**src/design/dfcmp_pkg.sv**
```systemverilog
package dfcmp_pkg;

    localparam int MAX_NODES = 65536;
    localparam int NODE_W    = $clog2(MAX_NODES + 1);
    localparam int DEG_W     = 17;
    localparam int SUM_W     = 33;
    localparam int M_W       = SUM_W + 2;
    localparam int RES_W     = 30;
    localparam int CNT_W     = $clog2(RES_W);

    localparam logic [RES_W-1:0] MOD_P      = 30'd1000000007;
    localparam logic [RES_W-1:0] FERMAT_EXP = 30'd1000000005;
    localparam logic [RES_W:0]   MOD_P2     = 31'd2000000014;

    localparam logic [CNT_W-1:0] CNT_TOP = CNT_W'(RES_W - 1);

endpackage

```
**src/design/dfcmp_mulmod.sv**
```systemverilog
module dfcmp_mulmod (
    input  logic                          i_clk,
    input  logic                          i_rst_n,
    input  logic                          i_start,
    input  logic [dfcmp_pkg::RES_W-1:0]   i_a,
    input  logic [dfcmp_pkg::RES_W-1:0]   i_b,
    output logic                          o_busy,
    output logic                          o_done,
    output logic [dfcmp_pkg::RES_W-1:0]   o_prod
);

    logic                          r_busy;
    logic                          r_done;
    logic [dfcmp_pkg::CNT_W-1:0]   r_cnt;
    logic [dfcmp_pkg::RES_W-1:0]   r_acc;
    logic [dfcmp_pkg::RES_W-1:0]   r_a;
    logic [dfcmp_pkg::RES_W-1:0]   r_b;
    logic [dfcmp_pkg::RES_W+1:0]   w_sum;
    logic [dfcmp_pkg::RES_W-1:0]   n_acc;

    // double and add one multiplier bit, then fold back below the modulus
    always_comb begin
        w_sum = {1'b0, r_acc, 1'b0}
              + (r_b[dfcmp_pkg::RES_W-1] ? {2'b00, r_a} : '0);
        if (w_sum >= {1'b0, dfcmp_pkg::MOD_P2}) begin
            n_acc = dfcmp_pkg::RES_W'(w_sum - {1'b0, dfcmp_pkg::MOD_P2});
        end else if (w_sum >= {2'b00, dfcmp_pkg::MOD_P}) begin
            n_acc = dfcmp_pkg::RES_W'(w_sum - {2'b00, dfcmp_pkg::MOD_P});
        end else begin
            n_acc = dfcmp_pkg::RES_W'(w_sum);
        end
    end

    always_ff @(posedge i_clk) begin
        if (!i_rst_n) begin
            r_busy <= 1'b0;
            r_done <= 1'b0;
            r_cnt  <= '0;
        end else begin
            r_done <= 1'b0;
            if (i_start) begin
                r_busy <= 1'b1;
                r_cnt  <= dfcmp_pkg::CNT_TOP;
            end else if (r_busy) begin
                r_cnt <= r_cnt - 1'b1;
                if (r_cnt == '0) begin
                    r_busy <= 1'b0;
                    r_done <= 1'b1;
                end
            end
        end
    end

    always_ff @(posedge i_clk) begin
        if (i_start) begin
            r_acc <= '0;
            r_a   <= i_a;
            r_b   <= i_b;
        end else if (r_busy) begin
            r_acc <= n_acc;
            r_b   <= {r_b[dfcmp_pkg::RES_W-2:0], 1'b0};
        end
    end

    assign o_busy = r_busy;
    assign o_done = r_done;
    assign o_prod = r_acc;

endmodule

```
**src/design/degree_fill_count_mod_prime.sv**
```systemverilog
// Degree fill counter, result modulo 1000000007.
// Input channel (i_valid/o_ready): one request per node, i_degree is the known
// degree or -1 (any value not above zero counts as unknown); i_last_entry ends
// the list. Entries are taken one per cycle while the block is loading.
// Entries beyond the node capacity are dropped, but their last mark still
// closes the list.
// After the last entry o_ready stays low while one shared serial modular
// multiplier forms C(m-1, k-1) and the Fermat inverse, k being the count of
// unknown entries; no product is formed when k is 0 or m is below k.
// Output channel (o_valid/i_ready): one request o_ways_mod per list, held in
// an output register. Loading of the next list goes on while that result
// waits; a finished second result waits inside until the register is free.
// Reset (synchronous, active low) clears the counters and drops any pending
// work and result.
module degree_fill_count_mod_prime (
    input  logic                          i_clk,
    input  logic                          i_rst_n,
    input  logic                          i_valid,
    output logic                          o_ready,
    input  logic signed [16:0]            i_degree,
    input  logic                          i_last_entry,
    output logic                          o_valid,
    input  logic                          i_ready,
    output logic [29:0]                   o_ways_mod
);

    localparam logic [3:0] S_IDLE = 4'd0;
    localparam logic [3:0] S_CHK  = 4'd1;
    localparam logic [3:0] S_LOOP = 4'd2;
    localparam logic [3:0] S_NUMW = 4'd3;
    localparam logic [3:0] S_DENW = 4'd4;
    localparam logic [3:0] S_SQ   = 4'd5;
    localparam logic [3:0] S_SQW  = 4'd6;
    localparam logic [3:0] S_PM   = 4'd7;
    localparam logic [3:0] S_PMW  = 4'd8;
    localparam logic [3:0] S_FIN  = 4'd9;
    localparam logic [3:0] S_FINW = 4'd10;
    localparam logic [3:0] S_DONE = 4'd11;

    localparam int NW = dfcmp_pkg::NODE_W;
    localparam int RW = dfcmp_pkg::RES_W;

    logic [3:0]                      r_state;
    logic [NW-1:0]                   r_node_count;
    logic [dfcmp_pkg::SUM_W-1:0]     r_known_sum;
    logic [NW-1:0]                   r_unknown_count;
    logic [NW-1:0]                   r_r;
    logic [NW-1:0]                   r_s;
    logic [NW-1:0]                   r_i;
    logic [RW-1:0]                   r_num;
    logic [RW-1:0]                   r_den;
    logic [RW-1:0]                   r_pow;
    logic [RW-1:0]                   r_res;
    logic [dfcmp_pkg::CNT_W-1:0]     r_ecnt;
    logic                            r_out_valid;
    logic [RW-1:0]                   r_out;

    logic                            w_in_acc;
    logic                            w_deg_pos;
    logic [NW:0]                     w_two_n;
    logic signed [dfcmp_pkg::M_W-1:0] w_m;
    logic                            w_m_lt_k;

    logic                            w_start;
    logic [RW-1:0]                   w_a;
    logic [RW-1:0]                   w_b;
    logic                            w_mul_busy;
    logic                            w_mul_done;
    logic [RW-1:0]                   w_prod;

    assign o_ready   = (r_state == S_IDLE);
    assign w_in_acc  = i_valid && o_ready;
    assign w_deg_pos = !i_degree[16] && (i_degree != '0);

    assign w_two_n = {r_node_count - 1'b1, 1'b0};
    assign w_m = $signed({{(dfcmp_pkg::M_W - NW - 1){1'b0}}, w_two_n})
               - $signed({2'b00, r_known_sum});
    assign w_m_lt_k = w_m < $signed({{(dfcmp_pkg::M_W - NW){1'b0}}, r_unknown_count});

    always_comb begin
        w_start = 1'b0;
        w_a     = r_num;
        w_b     = RW'(r_r - r_i);
        case (r_state)
            S_LOOP: begin
                w_start = (r_i != r_s);
            end
            S_NUMW: begin
                w_start = w_mul_done;
                w_a     = r_den;
                w_b     = RW'(r_i + 1'b1);
            end
            S_SQ: begin
                w_start = 1'b1;
                w_a     = r_pow;
                w_b     = r_pow;
            end
            S_PM: begin
                w_start = dfcmp_pkg::FERMAT_EXP[r_ecnt];
                w_a     = r_pow;
                w_b     = r_den;
            end
            S_FIN: begin
                w_start = 1'b1;
                w_a     = r_num;
                w_b     = r_pow;
            end
            default: begin
                w_start = 1'b0;
            end
        endcase
    end

    dfcmp_mulmod u_mulmod (
        .i_clk   (i_clk),
        .i_rst_n (i_rst_n),
        .i_start (w_start),
        .i_a     (w_a),
        .i_b     (w_b),
        .o_busy  (w_mul_busy),
        .o_done  (w_mul_done),
        .o_prod  (w_prod)
    );

    always_ff @(posedge i_clk) begin
        if (!i_rst_n) begin
            r_state         <= S_IDLE;
            r_node_count    <= '0;
            r_known_sum     <= '0;
            r_unknown_count <= '0;
            r_out_valid     <= 1'b0;
        end else begin
            if (r_state == S_DONE && (!r_out_valid || i_ready)) begin
                r_out_valid <= 1'b1;
            end else if (r_out_valid && i_ready) begin
                r_out_valid <= 1'b0;
            end
            case (r_state)
                S_IDLE: begin
                    if (w_in_acc) begin
                        if (r_node_count < NW'(dfcmp_pkg::MAX_NODES)) begin
                            r_node_count <= r_node_count + 1'b1;
                            if (w_deg_pos) begin
                                r_known_sum <= r_known_sum
                                    + {{(dfcmp_pkg::SUM_W - 16){1'b0}}, i_degree[15:0]};
                            end else begin
                                r_unknown_count <= r_unknown_count + 1'b1;
                            end
                        end
                        if (i_last_entry) begin
                            r_state <= S_CHK;
                        end
                    end
                end
                S_CHK: begin
                    r_node_count    <= '0;
                    r_known_sum     <= '0;
                    r_unknown_count <= '0;
                    if (r_unknown_count == '0) begin
                        r_state <= S_DONE;
                    end else if (w_m_lt_k) begin
                        r_state <= S_DONE;
                    end else begin
                        r_state <= S_LOOP;
                    end
                end
                S_LOOP: begin
                    if (r_i == r_s) begin
                        r_state <= S_SQ;
                    end else begin
                        r_state <= S_NUMW;
                    end
                end
                S_NUMW: begin
                    if (w_mul_done) begin
                        r_state <= S_DENW;
                    end
                end
                S_DENW: begin
                    if (w_mul_done) begin
                        r_state <= S_LOOP;
                    end
                end
                S_SQ: begin
                    r_state <= S_SQW;
                end
                S_SQW: begin
                    if (w_mul_done) begin
                        r_state <= S_PM;
                    end
                end
                S_PM: begin
                    if (dfcmp_pkg::FERMAT_EXP[r_ecnt]) begin
                        r_state <= S_PMW;
                    end else if (r_ecnt == '0) begin
                        r_state <= S_FIN;
                    end else begin
                        r_state <= S_SQ;
                    end
                end
                S_PMW: begin
                    if (w_mul_done) begin
                        r_state <= (r_ecnt == '0) ? S_FIN : S_SQ;
                    end
                end
                S_FIN: begin
                    r_state <= S_FINW;
                end
                S_FINW: begin
                    if (w_mul_done) begin
                        r_state <= S_DONE;
                    end
                end
                S_DONE: begin
                    if (!r_out_valid || i_ready) begin
                        r_state <= S_IDLE;
                    end
                end
                default: begin
                    r_state <= S_IDLE;
                end
            endcase
        end
    end

    always_ff @(posedge i_clk) begin
        case (r_state)
            S_CHK: begin
                r_r    <= NW'(w_m - 1'b1);
                r_s    <= r_unknown_count - 1'b1;
                r_i    <= '0;
                r_num  <= RW'(1);
                r_den  <= RW'(1);
                r_pow  <= RW'(1);
                r_ecnt <= dfcmp_pkg::CNT_TOP;
                if (r_unknown_count == '0) begin
                    r_res <= RW'(w_m == '0);
                end else begin
                    r_res <= '0;
                end
            end
            S_NUMW: begin
                if (w_mul_done) begin
                    r_num <= w_prod;
                end
            end
            S_DENW: begin
                if (w_mul_done) begin
                    r_den <= w_prod;
                    r_i   <= r_i + 1'b1;
                end
            end
            S_SQW: begin
                if (w_mul_done) begin
                    r_pow <= w_prod;
                end
            end
            S_PM: begin
                if (!dfcmp_pkg::FERMAT_EXP[r_ecnt] && r_ecnt != '0) begin
                    r_ecnt <= r_ecnt - 1'b1;
                end
            end
            S_PMW: begin
                if (w_mul_done) begin
                    r_pow <= w_prod;
                    if (r_ecnt != '0) begin
                        r_ecnt <= r_ecnt - 1'b1;
                    end
                end
            end
            S_FINW: begin
                if (w_mul_done) begin
                    r_res <= w_prod;
                end
            end
            S_DONE: begin
                if (!r_out_valid || i_ready) begin
                    r_out <= r_res;
                end
            end
            default: begin
                r_i <= r_i;
            end
        endcase
    end

    assign o_valid    = r_out_valid;
    assign o_ways_mod = r_out;

`ifndef ASSERT_OFF
    a_res_in_range: assert property (@(posedge i_clk) disable iff (!i_rst_n)
        o_valid |-> (o_ways_mod < dfcmp_pkg::MOD_P))
        else $error("result not reduced below the modulus");

    a_chk_after_last: assert property (@(posedge i_clk) disable iff (!i_rst_n)
        (r_state == S_CHK) |-> $past(w_in_acc && i_last_entry))
        else $error("evaluation entered without a closing request");

    a_mul_idle_when_loading: assert property (@(posedge i_clk) disable iff (!i_rst_n)
        (r_state == S_IDLE || r_state == S_DONE || r_state == S_CHK) |-> !w_mul_busy)
        else $error("multiplier busy outside the computation");

    a_loop_bound: assert property (@(posedge i_clk) disable iff (!i_rst_n)
        (r_state == S_LOOP || r_state == S_NUMW || r_state == S_DENW) |-> (r_i <= r_s))
        else $error("product loop ran past its count");
`endif

endmodule

```
**config.mk**
```make
export PLATFORM = sky130hd
export DESIGN_NAME = degree_fill_count_mod_prime
export DESIGN_NICKNAME = d
export VERILOG_FILES = /design/src/design/dfcmp_pkg.sv /design/src/design/dfcmp_mulmod.sv /design/src/design/degree_fill_count_mod_prime.sv
export SDC_FILE = /design/constraint.sdc
export NUM_CORES = 1
export LEC_CHECK = 0
export ABC_CLOCK_PERIOD_IN_PS = 10700
export BUFFER_PORTS_ARGS = -buffer_cell sky130_fd_sc_hd__buf_2
export CAP_MARGIN = 40
export CORE_UTILIZATION = 60
export DETAILED_ROUTE_END_ITERATION = 12
export PLACE_DENSITY = 0.77
export SYNTH_ARGS = -nofsm -noshare
export SYNTH_HDL_FRONTEND = slang
export SYNTH_HIERARCHICAL = 1
export SYNTH_SLANG_ARGS = --single-unit
```
**constraint.sdc**
```tcl
create_clock -name i_clk -period 10.7 [get_ports i_clk]
set_clock_uncertainty 0.15 [all_clocks]
set_input_delay 1.07 -clock i_clk [delete_from_list [all_inputs] [get_ports i_clk]]
set_output_delay 1.07 -clock i_clk [all_outputs]
set_load 0.01 [all_outputs]
```
Yosys cells after proc, flatten, opt, wreduce, memory -nomap -nowiden
Memories as Yosys holds them, arrays and structs flattened. A register that Yosys moved wholly into a read port is not among the register bits.
Index checks and enable logic that the tools add are counted.
{ "op_classes": {"add_sub_neg": 15, "multipliers": 0, "div": 0, "n_lt_le_gt_ge": 5, "eq_ne": 27, "shift": 0, "mux": 55, "bitwise": 2, "reduce_logical": 39} }
{ "op_table": {"columns": ["op", "n"], "rows": [
  ["30-bit one-hot mux with 2 select lines", 5],
  ["30-bit 2-to-1 mux", 6],
  ["17-bit 2-to-1 mux", 6],
  ["17-bit one-hot mux with 2 select lines", 3],
  ["33-bit 2-to-1 mux", 3],
  ["30-bit one-hot mux with 3 select lines", 1],
  ["33-bit one-hot mux with 2 select lines", 1],
  ["30-bit subtractor, second input constant", 2],
  ["17-bit by 1-bit adder with 17-bit output, second input constant", 3],
  ["4-bit 2-to-1 mux", 12],
  ["4-bit one-hot mux with 12 select lines", 1],
  ["35-bit logical NOT", 1],
  ["34-bit by 18-bit less-than comparator with 1-bit output", 1],
  ["17-bit by 1-bit subtractor with 17-bit output, second input constant", 2],
  ["18-bit by 33-bit subtractor with 34-bit output", 1],
  ["33-bit by 16-bit adder with 33-bit output", 1],
  ["31-bit by 30-bit adder with 32-bit output", 1],
  ["32-bit by 30-bit >= comparator with 1-bit output, second input constant", 1],
  ["32-bit by 31-bit >= comparator with 1-bit output, second input constant", 1],
  ["5-bit 2-to-1 mux", 6],
  ["2-bit by 1-bit inequality test with 1-bit output, second input constant", 11],
  ["17-bit by 1-bit adder with 18-bit output, second input constant", 1],
  ["17-bit by 17-bit subtractor with 18-bit output", 1],
  ["17-bit == test", 1],
  ["other kinds (31)", 71]
]} }
{ "totals": {"regBits": 375, "latch_bits": 0, "mem_bits_rw": 0, "mem_bits_ro": 32, "input_bits": 22, "word_cells": 165, "n_memories": 1} }
{ "mem_list": {"columns": ["memory", "depth", "width", "read_ports", "rd_clocked_by_memory_dff", "write_ports", "line", "text"], "rows": [
  ["(name not given)", 32, 1, 1, 1, 0, "degree_fill_count_mod_prime.sv:259", "if (!dfcmp_pkg::FERMAT_EXP[r_ecnt] && r_ecnt != '0) begin"]
]} }

Depth between registers and ports, before layout
{ "logic_depth": {"depth_word": 7, "mapped_depth": 22, "mapped_depth_nobuf": 20} }

Modules after synthesis
Netlist, hierarchy kept.
{ "by_module_without_submodules": {"columns": ["mod", "instances", "cells_each", "area_each_um2"], "rows": [
  ["degree_fill_count_mod_prime", 1, 1655, 16205.5],
  ["dfcmp_mulmod", 1, 805, 7298.2]
]} }

Worst setup path before layout
OpenSTA, ideal clock, no wires.
{ "synth_timing": {"path_kind": "register -> register", "startpoint": "reg r_node_count[7]", "endpoint": "reg r_state[3]", "setup_ns": 0.074, "arrival_ns": 4.258, "path_slack_ns": 6.218, "path_stages_with_launch": 19, "n_path_buf": 2, "path_cell_list": "dfxtp_1 -> clkbuf_1 -> or4_1 -> or3_1 -> nor2_1 -> xor2_1 -> ha_1 -> clkbuf_1 -> a21o_1 -> a31o_2 -> o21ai_0 -> a21oi_1 -> a2111oi_0 -> inv_1 -> ha_1 -> nor4_1 -> o211ai_1 -> o31a_1 -> a31oi_1"} }
{ "synth_via": {"elab_chain_cells": 6} }
{ "synth_rtl": {"columns": ["item", "line", "text"], "rows": [
  ["start, declared", "degree_fill_count_mod_prime.sv:44", "logic [NW-1:0] r_node_count;"],
  ["start signal, assigned", "degree_fill_count_mod_prime.sv:142", "r_node_count <= r_node_count + 1'b1;"],
  ["17-bit by 1-bit subtractor with 17-bit output", "degree_fill_count_mod_prime.sv:75", "assign w_two_n = {r_node_count - 1'b1, 1'b0};"],
  ["18-bit by 33-bit subtractor with 34-bit output", "degree_fill_count_mod_prime.sv:77", "- $signed({2'b00, r_known_sum});"],
  ["34-bit by 18-bit less-than comparator with 1-bit output", "degree_fill_count_mod_prime.sv:78", "assign w_m_lt_k = w_m < $signed({{(dfcmp_pkg::M_W - NW){1'b0}}, r_unknown_count});"],
  ["4-bit 2-to-1 mux", "degree_fill_count_mod_prime.sv:161", "end else if (w_m_lt_k) begin"],
  ["4-bit 2-to-1 mux", "degree_fill_count_mod_prime.sv:159", "if (r_unknown_count == '0) begin"],
  ["4-bit one-hot mux with 12 select lines", "degree_fill_count_mod_prime.sv:138", "case (r_state)"],
  ["end signal, assigned", "degree_fill_count_mod_prime.sv:203", "r_state <= (r_ecnt == '0) ? S_FIN : S_SQ;"],
  ["end, declared", "degree_fill_count_mod_prime.sv:43", "logic [3:0] r_state;"]
]} }
Every way passes these cells.
A chain may end at the register's enable or synchronous reset.

Final worst setup path
{ "layout_timing": {"startpoint": "reg u_mulmod/r_b[29] (netlist name)", "endpoint": "reg u_mulmod.r_acc, in the netlist u_mulmod/o_prod[8]"} }
{ "layout_via": {"elab_chain_cells": 5, "elab_cells_between_ends": 8} }
{ "layout_rtl": {"columns": ["item", "line", "text"], "rows": [
  ["start, declared", "dfcmp_mulmod.sv:17", "logic [dfcmp_pkg::RES_W-1:0] r_b;"],
  ["start signal, assigned", "dfcmp_mulmod.sv:58", "r_b <= i_b;"],
  ["start signal, assigned", "dfcmp_mulmod.sv:61", "r_b <= {r_b[dfcmp_pkg::RES_W-2:0], 1'b0};"],
  ["30-bit 2-to-1 mux (*)", "dfcmp_mulmod.sv:24", "+ (r_b[dfcmp_pkg::RES_W-1] ? {2'b00, r_a} : '0);"],
  ["31-bit by 30-bit adder with 32-bit output (*)", "dfcmp_mulmod.sv:24", null],
  ["30-bit subtractor / 32-bit by 30-bit >= comparator with 1-bit output (equally long branches)", "dfcmp_mulmod.sv:28, dfcmp_mulmod.sv:27", null],
  ["30-bit 2-to-1 mux", "dfcmp_mulmod.sv:27", "end else if (w_sum >= {2'b00, dfcmp_pkg::MOD_P}) begin"],
  ["30-bit 2-to-1 mux (*)", "dfcmp_mulmod.sv:25", "if (w_sum >= {1'b0, dfcmp_pkg::MOD_P2}) begin"],
  ["end signal, assigned", "dfcmp_mulmod.sv:60", "r_acc <= n_acc;"],
  ["end, declared", "dfcmp_mulmod.sv:15", "logic [dfcmp_pkg::RES_W-1:0] r_acc;"]
]} }
Mark *: on every way between the ends. The rest lies on a longest branch, timed or not.

==> out/metrics.csv <==
stage,metric,value,unit
status,status,finished clean,
yosys,synth_common_cells,"266 x edfxtp_1, 233 x nand2_1, 219 x nor2_1",
setup_path,critPathLaunchType,flip-flop,
yosys,synth.distinct_cells,108,
die,die-area,0.0400,mm²
timing,rsz0062_at_grt,no,
yosys,synthesis.area,0.0235,mm²
power_and_ir_drop,p_sw_share,44.1,%
global_routing,grt_pass1_vias,18000,
power_and_ir_drop,p_int,4.40,mW
yosys,ys_warn_count,6,
power_and_ir_drop,p_leak,9.55,nW
die,start_util,60.8,%
yosys,synthMuxAreaShare,2.77,%
detailed_routing,drc,0,
yosys,synthXorXnorAreaFrac,7.33,%
global_routing,grt_max_degree,69,
setup_path,reg2regPathDepth,17,
clock_tree,post_cts_buffers,0,
yosys,synth-async-reset-ratio,0,%
placement,place.gp.congestion,0.936,
min_path,min_to,o_ways_mod[6],
yosys,yosysMostFrequentCell,edfxtp_1,
placement,dp_hpwl,45.8,mm
setup_path,endpoint_kind,flip-flop,
min_path,hold_start,r_res[6],
power_and_ir_drop,seqPwrFrac,30.3,%
timing,period_needed,6.15,ns
yosys,synth_fp_nets,2594,
clock_tree,hold_buffers,0,
clock_tree,cts_made_buffers,41,
clock_tree,clk_pin_slew_worst_paths,0.06,ns
timing,achievable-frequency,163,MHz
power_and_ir_drop,vdd_ir_drop_max,144,µV
setup_path,critPathMaxFanout,30,
yosys,synthCells,2460,
detailed_routing,vias_per_cell,6.34,
detailed_routing,vias,19100,
detailed_routing,postRouteWirelength,63.8,mm
detailed_routing,drt_first_pass_iters,7,
setup_path,reg2reg_from,u_mulmod/r_b[29],
global_routing,grt_pass1_wl,98.7,mm
clock_tree,clockBufferDepth,3,
yosys,synth_ff_type,edfxtp_1,
power_and_ir_drop,power.share.clock,19.0,%
setup_path,r2r_setup_slack,4.55,ns
yosys,yosysTopAreaCellShare,34.0,%
min_path,hold_path_class,reg -> reg,
finish,n_antenna_cell,0,
timing,tns,0,ns
timing,hold_ws,0.263,ns
die,die_h,200,µm
finish,fin_nets,2592,
yosys,yosys.area_share.simple,20.6,%
clock_tree,h-tree-depth,2,
yosys,synth_edf_count,266,
yosys,yosys.area_share.adder,6.09,%
yosys,synthTopCellsByArea,"edfxtp_1 34%, dfxtp_1 9.4%, ha_1 5.7%",
timing,setup_violations,0,
yosys,synth-compound-area-share,16.1,%
power_and_ir_drop,pwr-share-comb,50.8,%
timing,tightest_slew,0.946,ns
setup_path,critPathKind,reg -> reg,
yosys,synth_top_family_by_area,simple AND/OR/NAND/NOR gates,
flow_run,max_cap_violations,0,
timing,finalMaxSlewViolations,0,
yosys,synth_top_area_cell,edfxtp_1,
setup_path,timing.rr.end,u_mulmod/o_prod[8],
die,rows,72,
timing,slew_headroom,36.5,%
yosys,synth-seq-cells,376,
setup_path,cp.arrival,6.46,ns
detailed_routing,drt-initial-drc-count,1509,
placement,port_buffers,53,
clock_tree,cts_num_sinks,376,
global_routing,grt-ovfl-total,0,
yosys,synth-seq-area-share,43.4,%
yosys,syn_avg_cell_area,9.55,µm²
finish,final_cells,3007,
detailed_routing,wl_per_cell,21.2,µm
timing,fin_crit_sh,57.4,%
die,ioPinCount,54,
clock_tree,cts_tree,built,
die,dieWidth,200,µm
global_routing,antenna_found_initial,0,
detailed_routing,ant_nets,0,
clock_tree,cts_root_buffer,clkbuf_16,
global_routing,grtUsageTotal,31.9,%
finish,area_growth,8.82,%
power_and_ir_drop,p_sw,3.47,mW
finish,drive_above_1_share,9.88,%
setup_path,worstPathRequired,11.02,ns
finish,final_area,0.0256,mm²
placement,dpl_cell_area,0.0242,mm²
clock_tree,post_cts_resize_count,0,
finish,n_fill_cell,3027,
clock_tree,clock_latency,0.60,ns
timing,hold_violations,0,
power_and_ir_drop,powerDensity,308,mW/mm²
min_path,hold-path-cell-count,0,
die,core_area,0.0386,mm²
placement,dpl.cell_count,2933,
logic make-up after synthesis:
kind of cell    after synthesis
buf+inv                     222
xor+xnor                    195
flops                       376
simple gates                957
mux                          61
compound gates              537
fa+ha+maj                   112
flip-flops by register name, indices dropped and copies added, names as in the netlist, named ones only:
signal and flops:
r_node_count 17, r_unknown_count 17, r_s 17, r_r 17
u_mulmod/o_done 1, r_num 30, u_mulmod/r_a 30, u_mulmod/r_b 30
u_mulmod/r_cnt 5, r_pow 30, r_den 30, r_known_sum 33
u_mulmod/o_busy 1, o_valid 1, r_ecnt 5, r_res 30
r_i 17, o_ways_mod 30, u_mulmod/o_prod 30, r_state 4
power groups by stage:
stage | logic (mW) | registers [mW] | clock network, mW
global route | 4.37 | 2.41 | 1.56
CTS | 3.94 | 2.37 | 1.51
finish | 4.00 | 2.38 | 1.49
floorplan | 2.98 | 2.22 | 0
global placement | 3.81 | 2.39 | 0
detailed placement | 3.91 | 2.40 | 0
routing by layer:
layer / routed length [µm] / GRT usage, %
met1: 25800 / 38.9
met5: 0 / 0
met3: 3410 / 3.91
met4: 2660 / 14.8
met2: 31900 / 56.3
through the flow:
| step | utilization (%) | total power, mW | worst slack [ns] |
|---|---|---|---|
| floorplan | - | 5.20 | 6.22 |
| global route | 66.2 | 8.33 | 4.12 |
| finish | 66.2 | 7.87 | 4.55 |
| global placement | 62.4 | 6.20 | 4.90 |
| CTS | 66.2 | 7.82 | 4.60 |
| detailed placement | 62.5 | 6.31 | 4.64 |
layout make-up:
type                            count  area (µm²)  area share, %
Multi-Input combinational cell   1862       12500           48.8
Sequential cell                   376       10200           39.8
Clock buffer                       50        1090           4.27
Tap cell                          518         648           2.53
Timing Repair Buffer               78         473           1.85
Inverter                           99         372           1.45
Clock inverter                     24         323           1.26
cell usage in the layout, fill, tap and decap left out, drive strengths merged, types with 14 or more instances in the layout:
cell type and n:
and2 140, xor2 73, nor3 60, buf 78
mux2i 28, a211oi 35, nand2b 18, nand2 234
nand4 36, xnor2 122, a22oi 55, o21a 15
edfxtp 266, a21o 28, inv 96, o31ai 15
dfxtp 110, and3 55, or2 14, a31oi 21
clkbuf 50, mux2 33, or3 27, ha 108
nor4 20, nor2b 17, o21ai 99, nor2 221
o211ai 18, nand3 60, nor3b 16, clkinv 17
a21oi 120
critical path, cell delays in order (launching register included):
cell	delay (ns)
edfxtp_1	0.32
buf_4	0.28
and2_1	0.18
ha_1	0.16
inv_1	0.06
fa_1	0.46
nand2b_2	0.24
a21oi_2	0.22
o21ai_0	0.23
a31oi_1	0.55
a21oi_1	0.16
xnor2_1	0.77
nand4_2	0.21
o31ai_2	0.78
a2bb2oi_2	0.56
a22o_2	0.29
nand3_1	0.09
a311oi_1	0.29
worst max path at each step:
| stage | from | to | slack (ns) |
|---|---|---|---|
| finish | u_mulmod/r_b[29] | u_mulmod/o_prod[8] | 4.55 |
| global route | u_mulmod/r_b[29] | u_mulmod/o_prod[8] | 4.12 |
| CTS | u_mulmod/r_b[29] | u_mulmod/o_prod[8] | 4.60 |
| detailed placement | u_mulmod/r_b[29] | u_mulmod/o_prod[8] | 4.64 |
| global placement | u_mulmod/r_b[29] | u_mulmod/o_prod[8] | 4.90 |
| floorplan | r_node_count[7] | r_state[3] | 6.22 |
Power figures use the tool's default switching activity.
